===== src/ctgu_pkg.sv =====
// Shared constants, types and the per-word gate function of the tableau gate update block.
`timescale 1ns / 1ps
package ctgu_pkg;

   localparam int MAX_QUBITS    = 256;
   localparam int WORD_BITS     = 64;
   localparam int WORDS_PER_ROW = (MAX_QUBITS + WORD_BITS - 1) / WORD_BITS;
   localparam int ROW_CELLS     = MAX_QUBITS * WORDS_PER_ROW;
   localparam int QUBIT_W       = 8;
   localparam int CMD_W         = 4;
   localparam int ACT_W         = 9;
   localparam int WIDX_W        = $clog2(WORDS_PER_ROW);
   localparam int ADDR_W        = $clog2(ROW_CELLS);
   localparam int BIT_W         = $clog2(WORD_BITS);
   localparam int NW_W          = ACT_W + 1;
   localparam int ACTIVE_RESET  = 256;

   typedef enum logic [CMD_W-1:0] {
      CMD_ZCX    = 4'd0,
      CMD_ZCY    = 4'd1,
      CMD_ZCZ    = 4'd2,
      CMD_SWAP   = 4'd3,
      CMD_H_XY   = 4'd4,
      CMD_H_YZ   = 4'd5,
      CMD_S      = 4'd6,
      CMD_H_XZ   = 4'd7,
      CMD_X      = 4'd8,
      CMD_READ_X = 4'd9
   } command_type;

   typedef enum logic [1:0] {
      STATUS_OK    = 2'd0,
      STATUS_RANGE = 2'd1,
      STATUS_SAME  = 2'd2
   } status_type;

   typedef enum logic [1:0] {
      KIND_REPORT,
      KIND_QUERY,
      KIND_GATE_ONE,
      KIND_GATE_TWO
   } kind_type;

   typedef enum logic [2:0] {
      ST_CLEAR,
      ST_IDLE,
      ST_CHECK,
      ST_READ,
      ST_UPDATE,
      ST_WRITE_B,
      ST_REPORT
   } state_type;

   typedef struct packed {
      logic load;
      logic clear;
      logic rd_en;
      logic rd_next;
      logic word_inc;
      logic write_a;
      logic write_b;
      logic emit_word;
      logic emit_report;
   } ctrl_cmd_type;

   typedef struct packed {
      kind_type kind;
      logic     last_word;
      logic     clear_done;
   } dp_status_type;

   typedef struct packed {
      logic [WORD_BITS-1:0] cx;
      logic [WORD_BITS-1:0] cz;
      logic [WORD_BITS-1:0] tx;
      logic [WORD_BITS-1:0] tz;
      logic [WORD_BITS-1:0] s;
   } gate_word_type;

   // One word of one half: control row (cx, cz), target row (tx, tz), sign word s.
   function automatic gate_word_type gate_word(input logic [CMD_W-1:0]     op,
                                               input logic [WORD_BITS-1:0] cx,
                                               input logic [WORD_BITS-1:0] cz,
                                               input logic [WORD_BITS-1:0] tx,
                                               input logic [WORD_BITS-1:0] tz,
                                               input logic [WORD_BITS-1:0] s);
      gate_word_type r;
      logic [WORD_BITS-1:0] cz1;
      r   = '{cx: cx, cz: cz, tx: tx, tz: tz, s: s};
      cz1 = cz ^ tx;
      case (op)
         CMD_ZCX: begin
            r.s  = s ^ (~(cz ^ tx) & cx & tz);
            r.cz = cz ^ tz;
            r.tx = tx ^ cx;
         end
         CMD_ZCY: begin
            r.s  = s ^ (cx & cz1 & (tx ^ tz));
            r.cz = cz1 ^ tz;
            r.tx = tx ^ cx;
            r.tz = tz ^ cx;
         end
         CMD_ZCZ: begin
            r.s  = s ^ (cx & tx & (cz ^ tz));
            r.cz = cz ^ tx;
            r.tz = tz ^ cx;
         end
         CMD_SWAP: begin
            r.cx = tx;
            r.tx = cx;
            r.cz = tz;
            r.tz = cz;
         end
         CMD_H_XY: begin
            r.s  = s ^ (~cx & cz);
            r.cz = cz ^ cx;
         end
         CMD_H_YZ: begin
            r.s  = s ^ (~cz & cx);
            r.cx = cx ^ cz;
         end
         CMD_S: begin
            r.s  = s ^ (cx & cz);
            r.cz = cz ^ cx;
         end
         CMD_H_XZ: begin
            r.cx = cz;
            r.cz = cx;
            r.s  = s ^ (cx & cz);
         end
         default: begin
            r.s = s ^ cz;
         end
      endcase
      return r;
   endfunction

endpackage


===== src/ctgu_ctrl.sv =====
// Sequencer for clearing, gate read-modify-write passes, queries and status items.
`timescale 1ns / 1ps
module ctgu_ctrl
   import ctgu_pkg::*;
(
   input  logic          clock,
   input  logic          reset,
   input  logic          start,
   output logic          busy,
   input  dp_status_type stat,
   output ctrl_cmd_type  cmd
);

   state_type state_ff, state_in;

   always_ff @(posedge clock) begin
      if (reset) begin
         state_ff <= ST_CLEAR;
      end else begin
         state_ff <= state_in;
      end
   end

   always_comb begin
      state_in = state_ff;
      cmd      = '0;
      busy     = 1'b1;
      case (state_ff)
         ST_CLEAR: begin
            cmd.clear = 1'b1;
            if (stat.clear_done) begin
               state_in = ST_IDLE;
            end
         end
         ST_IDLE: begin
            busy = 1'b0;
            if (start) begin
               cmd.load = 1'b1;
               state_in = ST_CHECK;
            end
         end
         ST_CHECK: begin
            if (stat.kind == KIND_REPORT) begin
               state_in = ST_REPORT;
            end else begin
               cmd.rd_en = 1'b1;
               state_in  = ST_UPDATE;
            end
         end
         ST_READ: begin
            cmd.rd_en = 1'b1;
            state_in  = ST_UPDATE;
         end
         ST_UPDATE: begin
            if (stat.kind == KIND_QUERY) begin
               cmd.emit_word = 1'b1;
               if (stat.last_word) begin
                  state_in = ST_IDLE;
               end else begin
                  cmd.rd_en    = 1'b1;
                  cmd.rd_next  = 1'b1;
                  cmd.word_inc = 1'b1;
               end
            end else if (stat.kind == KIND_GATE_TWO) begin
               cmd.write_a = 1'b1;
               state_in    = ST_WRITE_B;
            end else begin
               cmd.write_a = 1'b1;
               if (stat.last_word) begin
                  state_in = ST_REPORT;
               end else begin
                  cmd.rd_en    = 1'b1;
                  cmd.rd_next  = 1'b1;
                  cmd.word_inc = 1'b1;
               end
            end
         end
         ST_WRITE_B: begin
            cmd.write_b = 1'b1;
            if (stat.last_word) begin
               state_in = ST_REPORT;
            end else begin
               cmd.rd_en    = 1'b1;
               cmd.rd_next  = 1'b1;
               cmd.word_inc = 1'b1;
               state_in     = ST_UPDATE;
            end
         end
         ST_REPORT: begin
            cmd.emit_report = 1'b1;
            state_in        = ST_IDLE;
         end
         default: begin
            state_in = ST_IDLE;
         end
      endcase
   end

endmodule


===== config.mk =====
export PLATFORM = sky130hd
export DESIGN_NAME = ctgu_ctrl
export DESIGN_NICKNAME = d
export VERILOG_FILES = /design/src/ctgu_pkg.sv /design/src/ctgu_ctrl.sv
export SDC_FILE = /design/constraint.sdc
export NUM_CORES = 1
export LEC_CHECK = 0
export ABC_AREA = 1
export BUFFER_PORTS_ARGS = -buffer_cell sky130_fd_sc_hd__buf_2
export CAP_MARGIN = 40
export CORE_AREA = 3 3 40 42
export DETAILED_ROUTE_END_ITERATION = 6
export DIE_AREA = 0 0 43 45
export PLACE_DENSITY = 0.5
export SYNTH_ARGS = -nofsm -noshare
export SYNTH_HDL_FRONTEND = slang
export SYNTH_SLANG_ARGS = --single-unit

===== constraint.sdc =====
create_clock -name clock -period 1.3 [get_ports clock]
set_input_delay 0.13 -clock clock [delete_from_list [all_inputs] [get_ports clock]]
set_output_delay 0.13 -clock clock [all_outputs]
set_load 0.02 [all_outputs]

Word-level counts from Yosys, hierarchy flattened
Cells that the tools add are included.
Widths: inputs -> output; s select.
{ "word_totals": {"reg_bits": 3, "input_bits": 7, "wordCells": 41, "output_inout_bits": 10} }
{ "op_classes": {"mux": 25, "n_reduce_logical": 3, "n_eq_ne": 12} }
{ "ops": {"columns": ["cell", "n"], "rows": [
  ["$mux 3", 9],
  ["$pmux 3 s6", 1],
  ["$mux 1", 11],
  ["$eq 3x3->1 const B", 3],
  ["$eq 3x2->1 const B", 2],
  ["$ne 3x3->1 const B", 2],
  ["$mux 2", 2],
  ["$ne 2x2->1 const B", 2],
  ["$pmux 1 s4", 1],
  ["$pmux 2 s2", 1],
  ["$reduce_and 4->1", 1],
  ["$eq 3x1->1 const B", 1],
  ["$logic_not 3->1", 1],
  ["$eq 2x1->1 const B", 1],
  ["$eq 2x2->1 const B", 1],
  ["$logic_not 2->1", 1]
]} }

Logic depth before layout (Yosys ltp)
Gate-level depths: netlist (run 1).
{ "logic_depth": {"word_depth": 4, "ltp_mapped": 8, "depth_no_buf": 8} }

Worst setup path after synthesis (run 1)
Ideal clock, no wire load.
{ "synth_path": {"kind": "register to output", "from": "register state_ff[0]", "to": "output cmd[5] (netlist bit)", "slack_ns": 0.027, "arrival_time_ns": 1.143, "path_stages_with_launch": 6, "path_buffers": 1, "path_cell_list": "dfxtp_1 nand3_1 inv_1 nand2_1 nand2_1 buf_4"} }
{ "synth_rtl": {"columns": ["element", "line", "rtl"], "rows": [
  ["start, declared", "ctgu_ctrl.sv:14", "state_type state_ff, state_in;"],
  ["start signal, assigned", "ctgu_ctrl.sv:20", "state_ff <= state_in;"],
  ["end, declared", "ctgu_ctrl.sv:11", "output ctrl_cmd_type cmd"]
]} }

==> summary.md, run 1 <==
| Metric | Value |
|---|---|
| Status | finished, violations left |
| Failing checks | negative setup slack |
| Final nets | 91 |
| Slowest cell on crit path | dfxtp_4 |
| Hold Path Class | input port to register |
| Worst VDD drop | 0.990 mV |
| Hold-fix buffers at CTS | 0 |
| Max reg flops | 3 |
| Routability Congestion | 0.734 |
| Distinct cells, synth | 14 |
| Die Ht | 45 microns |
| First-pass GRT wire length | 1.46 mm |
| Clock tree buffer depth | 2 |
| Static leakage | 0.320 nW |
| Largest regs | state_ff: 3 flops |
| Routed wire per std cell | 9.46 microns |
| Routed vias/inst | 4.37 |
| Layout cells sized above 1 | 0.470 |
| Starting density of the core | 0.245 |
| Post-route cell area | 533 sq um |
| Root Driver | clkbuf_4 |
| Dominant synthesized flop cell | dfxtp_1 |
| Most common cell after layout, fill and taps aside | nand2_1 |
| Crit path time final | 1330 ps |
| Antenna violations before repair | 0 |
| WP data required | 1170 ps |
| Final setup vio count | 3 |
| Vias in the first global route | 387 |
| Total grt overflow | 0 |
| Final WS setup | -25.3 ps |
| Ports | 17 |
| Worst-Margin Slew | 137 ps |
| Rel. slew slack | 0.908 |
| FILL cells | 144 |
| Dpl cell area | 407 sq um |
| Overall Power | 0.000722 W |
| Crit path max-delay family | simple AND/OR/NAND/NOR gates |
| Drt pass-1 iters | 4 |
| Ys Warns | 0 |
| Gr usage total | 0.105 |
| Setup CP Type | register to primary output |
| Syn Inst Count | 60 |
| Unrepaired setup endpoints after global routing | yes |
| DRC Markers | 0 |
| Final Skew | 1.54 ps |
| Hold Vio Cnt, Final | 0 |
| Fmax | 755 MHz |
| Setup WS pre-CTS | 109 ps |
| EDFF count, synth | 0 |
| Final-report max-slew violation count | 0 |
| PortBufs | 16 |
| Std-Cell Core Area | 1280 sq um |
| DP Wirelength | 688 microns |
| DIE WIDTH | 43 microns |
| Most common cell on crit path | nor2_4 |
| Max-cap violations | 0 |
| Row count | 13 |
| Final Instance Count excl. Fillers | 98 |
| Placed cells | 90 |
| Synth Register Bits | 3 |
| Crit path launch type | register |
| Clk slew on worst S/H paths | 40 ps |
| Antenna diodes | 0 |
| Worst path bufs/invs | 2 |
| Worst EP arrival | 1200 ps |
| Full die area | 1940 sq um |
| Mapped cell area | 315 sq um |
| CTS Buf Count | 3 |
| CP max stage delay | 360 ps |
| Largest net degree at the start of global routing | 8 |
| P&R area growth vs syn | 69.0% |
| Worst-path maximum fanout | 6 |
| Post-route ant nets | 0 |
| CTS tree | yes |
| Sequential area share after synthesis | 0.190 |
| Reg with most FFs | state_ff |
| Clock tree sinks | 3 |
| Syn Area/Cell | 5.26 sq um |
| Pwr Density | 1350 nW/um^2 |
| Final period util | 1.02 |
| WL final | 927 microns |
| Starting DRT DRC Count | 10 |
| CP Capture Type | primary output |
| Commonest non-fill, non-tap cells in the layout | nand2_1 (15), inv_1 (10), buf_2 (10) |
| Syn nets | 67 |
| Ys async rst share | 0 |
| Crit-path cells | nor2_4 > nand2_4 > nor2_4 > inv_2 > nand4_1 > buf_4 |
| H-tree depth | 1 |
| Vias | 428 |
| Clock Latency Late Sink | 230 ps |
worst register-to-register path, cell delays in order (launching register included):
cell,delay [ps]
dfxtp_4,380
nor2_4,50
nand2_4,90
nor2_4,40
buf_4,120
buf_4,120
nor2_2,130
nand3_1,90
nand2_1,60
inv_1,30
final timing paths:
kind | startpoint | endpoint | slack, ps | cells after the start
hold reg to reg | state_ff[1]$_SDFFE_PP0P_ | state_ff[1]$_SDFFE_PP0P_ | 740 | 5
setup reg to reg | state_ff[1]$_SDFFE_PP0P_ | state_ff[0]$_SDFFE_PP0P_ | 80 | 9
hold / removal | reset | state_ff[2]$_SDFFE_PP0P_ | 80 | 2
setup / recovery | state_ff[0]$_SDFFE_PP0P_ | cmd[6] | -30 | 6
cells in the mapped netlist (2+ instances only):
cell type  number  area [sq um]
nor2_2          4          25.0
inv_2           2          7.51
inv_1          11          41.3
o21ai_0         2          10.0
nor2_1          6          22.5
dfxtp_1         3          60.1
nand3_1         7          35.0
nor3_1          2          10.0
nand2_1        18          67.6
layout make-up:
| class | count | area (sq um) | area share |
|---|---|---|---|
| tap | 15 | 18.8 | 0.0352 |
| inverter | 13 | 51.3 | 0.0962 |
| multi-input combinational | 43 | 229 | 0.430 |
| clock buffer | 4 | 26.3 | 0.0493 |
| sequential | 3 | 71.3 | 0.134 |
| timing repair buffer | 20 | 136 | 0.256 |
stage by stage:
| step | utilization | setup TNS, ps | hold slack (ps) |
|---|---|---|---|
| 2_1_floorplan | - | 0 | 192 |
| 3_3_place_gp | 0.316 | 0 | 324 |
| 3_5_place_dp | 0.316 | 0 | 326 |
| 4_1_cts | 0.381 | -99.8 | 72.0 |
| 5_1_grt | 0.415 | -433 | 52.8 |
| 6_report | 0.415 | -35.0 | 78.4 |
logic make-up after synthesis:
logic type             count (synthesis)  share of synthesized area
DFF                                    3                      0.190
AOI/OAI and AO/OA                      3                     0.0595
and+or+nand+nor                       40                      0.571
buffers and inverters                 14                      0.179
power breakdown:
group / switching, W / total, W / internal, W
combinational: 0.000243 / 0.000396 / 0.000153
sequential: 0.0000408 / 0.000164 / 0.000123
clock: 0.0000467 / 0.000162 / 0.000115
layer usage:
layer  vias to the layer above  track usage  share of wire
met2                         7        0.171           0.54
met1                       192        0.112           0.41
met3                         0       0.0398          0.053
li1                        229            -              -
met5                         -            0              0
met4                         0       0.0723              0
what timing repair did:
item,in CTS,in global routing
pin swaps,3,3
setup buffers,3,1
setup endpoints to repair,5,6
gates resized for setup,13,12
(Power assumes the default switching activity.)
==> run 2, diff against run 1 <==
SKIP_CTS_REPAIR_TIMING = 1   (was not set)
==> summary.md, run 2 (synthesized netlist as in run 1, its figures left out) <==
| Metric | Value |
|---|---|
| FILL cells | 138 |
| Final nets | 92 |
| Critical path origin | state_ff[1]$_SDFFE_PP0P_ |
| Most used routing layer | met2 |
| Final Skew | 1.77 ps |
| Fmax | 752 MHz |
| Hold Startpoint | reset |
| Root Driver | clkbuf_4 |
| Ports | 17 |
| Hold Vio Cnt, Final | 0 |
| Starting DRT DRC Count | 6 |
| Antenna violations before repair | 0 |
| Gr usage total | 0.0954 |
| Post-route ant nets | 0 |
| CTS tree | yes |
| P&R area growth vs syn | 71.8% |
| Failing checks | negative setup slack |
| WP data required | 1170 ps |
| Worst-Margin Slew | 138 ps |
| Dpl cell area | 407 sq um |
| TNS Setup | -32.1 ps |
| Final-report max-slew violation count | 0 |
| Met2 Resource Use GR | 0.141 |
| Final WS setup | -29.8 ps |
| Reg with most FFs | state_ff |
| Row count | 13 |
| Drt pass-1 iters | 4 |
| Commonest non-fill, non-tap cells in the layout | nand2_1 (15), buf_2 (10), inv_1 (9) |
| PortBufs | 16 |
| Antenna diodes | 0 |
| Largest regs | state_ff: 3 flops |
| Crit path launch type | register |
| H-tree depth | 1 |
| First-pass GRT wire length | 1.32 mm |
| WL final | 868 microns |
| Routability Congestion | 0.734 |
| Static leakage | 0.321 nW |
| Std-Cell Core Area | 1280 sq um |
| Most common cell after layout, fill and taps aside | nand2_1 |
| Setup CP Type | register to primary output |
| Routed vias/inst | 4.28 |
| DP Wirelength | 688 microns |
| Max-cap violations | 0 |
| Layout cells sized above 1 | 0.500 |
| CTS Buf Count | 3 |
| Hold Path Class | input port to register |
| Status | finished, violations left |
| Final setup vio count | 3 |
| Full die area | 1940 sq um |
| GRT met3 Usage | 0.0398 |
| Die Ht | 45 microns |
| Rel. slew slack | 0.907 |
| Worst EP arrival | 1200 ps |
| Largest net degree at the start of global routing | 8 |
| Pwr Density | 1400 nW/um^2 |
| R2R Path Start | state_ff[1]$_SDFFE_PP0P_ |
| Clk slew on worst S/H paths | 40 ps |
| Max reg flops | 3 |
| Clock tree buffer depth | 2 |
| CP Capture Type | primary output |
| DIE WIDTH | 43 microns |
| Met1 Resource Use GR | 0.110 |
| Post-route cell area | 542 sq um |
| Crit path time final | 1330 ps |
| Routed wire per std cell | 8.77 microns |
| Vias in the first global route | 340 |
| Starting density of the core | 0.245 |
| Vias | 424 |
| Clock Latency Late Sink | 230 ps |
| Worst-path maximum fanout | 6 |
| Total grt overflow | 0 |
| Clock tree sinks | 3 |
| DRC Markers | 0 |
| Worst VDD drop | 1.07 mV |
| Final period util | 1.02 |
| Unrepaired setup endpoints after global routing | yes |
-- run 2: changes by cell type in the layout (fill, tap and decap cells not counted), sizes merged --
cell / delta
buf: +1
-- run 2: layout make-up --
class / count / area [sq um] / share of cell area
multi-input cells: 43 / 231 / 0.427
well taps: 15 / 18.8 / 0.0346
repair buffers: 21 / 148 / 0.273
inverters: 13 / 48.8 / 0.0901
clock buffers: 4 / 26.3 / 0.0485
flip-flops and latches: 3 / 68.8 / 0.127
-- run 2: worst paths after layout --
check,depth (start not counted),slack (ps),endpoint
hold / removal,2,80,state_ff[2]$_SDFFE_PP0P_
setup reg to reg,9,150,state_ff[0]$_SDFFE_PP0P_
hold reg to reg,5,740,state_ff[1]$_SDFFE_PP0P_
setup / recovery,6,-30,cmd[6]
-- run 2: worst max-delay path, cell delays in order, from the launching register on --
cell and delay [ps]:
dfxtp_4 360, nor2_4 130, nand2_4 80, nor2_4 120, inv_2 50, nand4_1 80, buf_4 140
-- run 2: report_power, final --
| group | switching [W] | internal [W] | total (W) |
|---|---|---|---|
| clock | 0.0000467 | 0.000115 | 0.000162 |
| sequential | 0.0000408 | 0.000123 | 0.000163 |
| combinational | 0.000249 | 0.000183 | 0.000433 |
-- run 2: routing by layer --
metal | wire [microns] | up-vias
met5 | 0 | -
met4 | 0 | 0
met3 | 54 | 0
met2 | 451 | 11
met1 | 362 | 183
li1 | - | 230
-- run 2: through the flow --
stage / total power, W / hold slack [ps] / setup WS, ps / instances / utilization
after floorplan: 0.000398 / 192 / 26.9 / 60 / -
after global placement: 0.000494 / 324 / 102 / 90 / 0.316
after detailed placement: 0.000492 / 326 / 109 / 90 / 0.316
after CTS: 0.000662 / 79.2 / -147 / 94 / 0.337
after global routing: 0.000845 / 54.2 / -119 / 99 / 0.422
final: 0.000758 / 80.0 / -29.8 / 99 / 0.422
==> run 3, diff against run 2 <==
REMOVE_ABC_BUFFERS = 1   (was not set)
==> summary.md, run 3 (synthesized netlist as in run 1, its figures left out) <==
| Metric | Value |
|---|---|
| CTS tree | yes |
| Register-to-register setup slack | 130 ps |
| Clk slew on worst S/H paths | 40 ps |
| Drt pass-1 iters | 4 |
| Unrepaired setup endpoints after global routing | yes |
| Crit path time final | 1340 ps |
| Hold Vio Cnt, Final | 0 |
| Post-route cell area | 505 sq um |
| Pwr Density | 1400 nW/um^2 |
| Starting density of the core | 0.245 |
| Die Ht | 45 microns |
| Setup CP Type | register to primary output |
| Hold Path Class | input port to register |
| PortBufs | 16 |
| Reg with most FFs | state_ff |
| Dpl cell area | 407 sq um |
| Final-report max-slew violation count | 0 |
| Total grt overflow | 0 |
| Std-Cell Core Area | 1280 sq um |
| Clock Latency Late Sink | 230 ps |
| CP Capture Type | primary output |
| Worst EP arrival | 1210 ps |
| Static leakage | 0.307 nW |
| Final period util | 1.03 |
| Fmax | 749 MHz |
| CTS Buf Count | 3 |
| Starting DRT DRC Count | 5 |
| DIE WIDTH | 43 microns |
| Most common cell after layout, fill and taps aside | nand2_1 |
| Rel. slew slack | 0.907 |
| Final nets | 89 |
| H-tree depth | 1 |
| Final Skew | 1.38 ps |
| Final setup vio count | 3 |
| P&R area growth vs syn | 60.3% |
| Vias | 420 |
| Routability Congestion | 0.710 |
| Setup WS pre-CTS | 99.2 ps |
| Worst-Margin Slew | 138 ps |
| Max-cap violations | 0 |
| Max reg flops | 3 |
| Largest regs | state_ff: 3 flops |
| Worst VDD drop | 0.619 mV |
| Vias in the first global route | 391 |
| DRC Markers | 0 |
| DP Wirelength | 664 microns |
| Full die area | 1940 sq um |
| Layout cells sized above 1 | 0.469 |
| Overall Power | 0.000707 W |
| Final WS setup | -35.4 ps |
| WP data required | 1170 ps |
| Worst-path maximum fanout | 6 |
| Post-route core utilization | 0.393 |
| Largest net degree at the start of global routing | 8 |
| Failing checks | negative setup slack |
| First-pass GRT wire length | 1.48 mm |
| Clock tree buffer depth | 2 |
| WL final | 858 microns |
| Commonest non-fill, non-tap cells in the layout | nand2_1 (14), buf_2 (11), inv_1 (9) |
| Row count | 13 |
| Clock tree sinks | 3 |
| Gr usage total | 0.0998 |
| Post-route ant nets | 0 |
| Crit path launch type | register |
| Root Driver | clkbuf_4 |
| Status | finished, violations left |
| Antenna violations before repair | 0 |
| Routed wire per std cell | 8.94 microns |
| Ports | 17 |
| Routed vias/inst | 4.38 |
| Antenna diodes | 0 |
run 3: cell count changes in the layout (fill, tap and decap cells not counted), sizes merged:
cell,previous run,this run
buf,21,18
run 3: worst max-delay path: stages, from the launching register on:
cell     delay, ps
dfxtp_4        360
nor2_4         130
nand2_4         80
nor2_4         120
inv_2           50
nand4_1         80
buf_4          140
run 3: path summary, 6_finish.rpt:
path | cells after the start | endpoint | from
hold reg to reg | 5 | state_ff[1]$_SDFFE_PP0P_ | state_ff[1]$_SDFFE_PP0P_
setup reg to reg | 9 | state_ff[0]$_SDFFE_PP0P_ | state_ff[1]$_SDFFE_PP0P_
hold / removal | 2 | state_ff[2]$_SDFFE_PP0P_ | reset
setup / recovery | 6 | cmd[6] | state_ff[1]$_SDFFE_PP0P_
run 3: through the flow:
step / hold WS [ps] / TNS (ps) / std cells
3_5_place_dp: 323 / 0 / 90
6_report: 78.7 / -45.1 / 96
2_1_floorplan: 192 / 0 / 59
3_3_place_gp: 326 / 0 / 90
4_1_cts: 74.3 / -539 / 94
5_1_grt: 79.6 / -305 / 96
run 3: final cells by class:
cell class | count | area (sq um)
well taps | 15 | 18.8
repair buffers | 18 | 119
flip-flops and latches | 3 | 68.8
multi-input cells | 43 | 224
inverters | 13 | 48.8
fillers | 148 | 779
clock buffers | 4 | 26.3
run 3: per-layer routing:
metal | routed length (microns) | global-route usage | share of wire
met1 | 386 | 0.115 | 0.45
met2 | 404 | 0.162 | 0.47
met3 | 67 | 0.0239 | 0.078
met4 | 0 | 0.0723 | 0
met5 | 0 | 0 | 0
run 3: power breakdown:
group | total [W] | internal (W) | switching, W
Combinational | 0.000383 | 0.000148 | 0.000235
Sequential | 0.000162 | 0.000123 | 0.0000393
Clock | 0.000162 | 0.000115 | 0.0000468
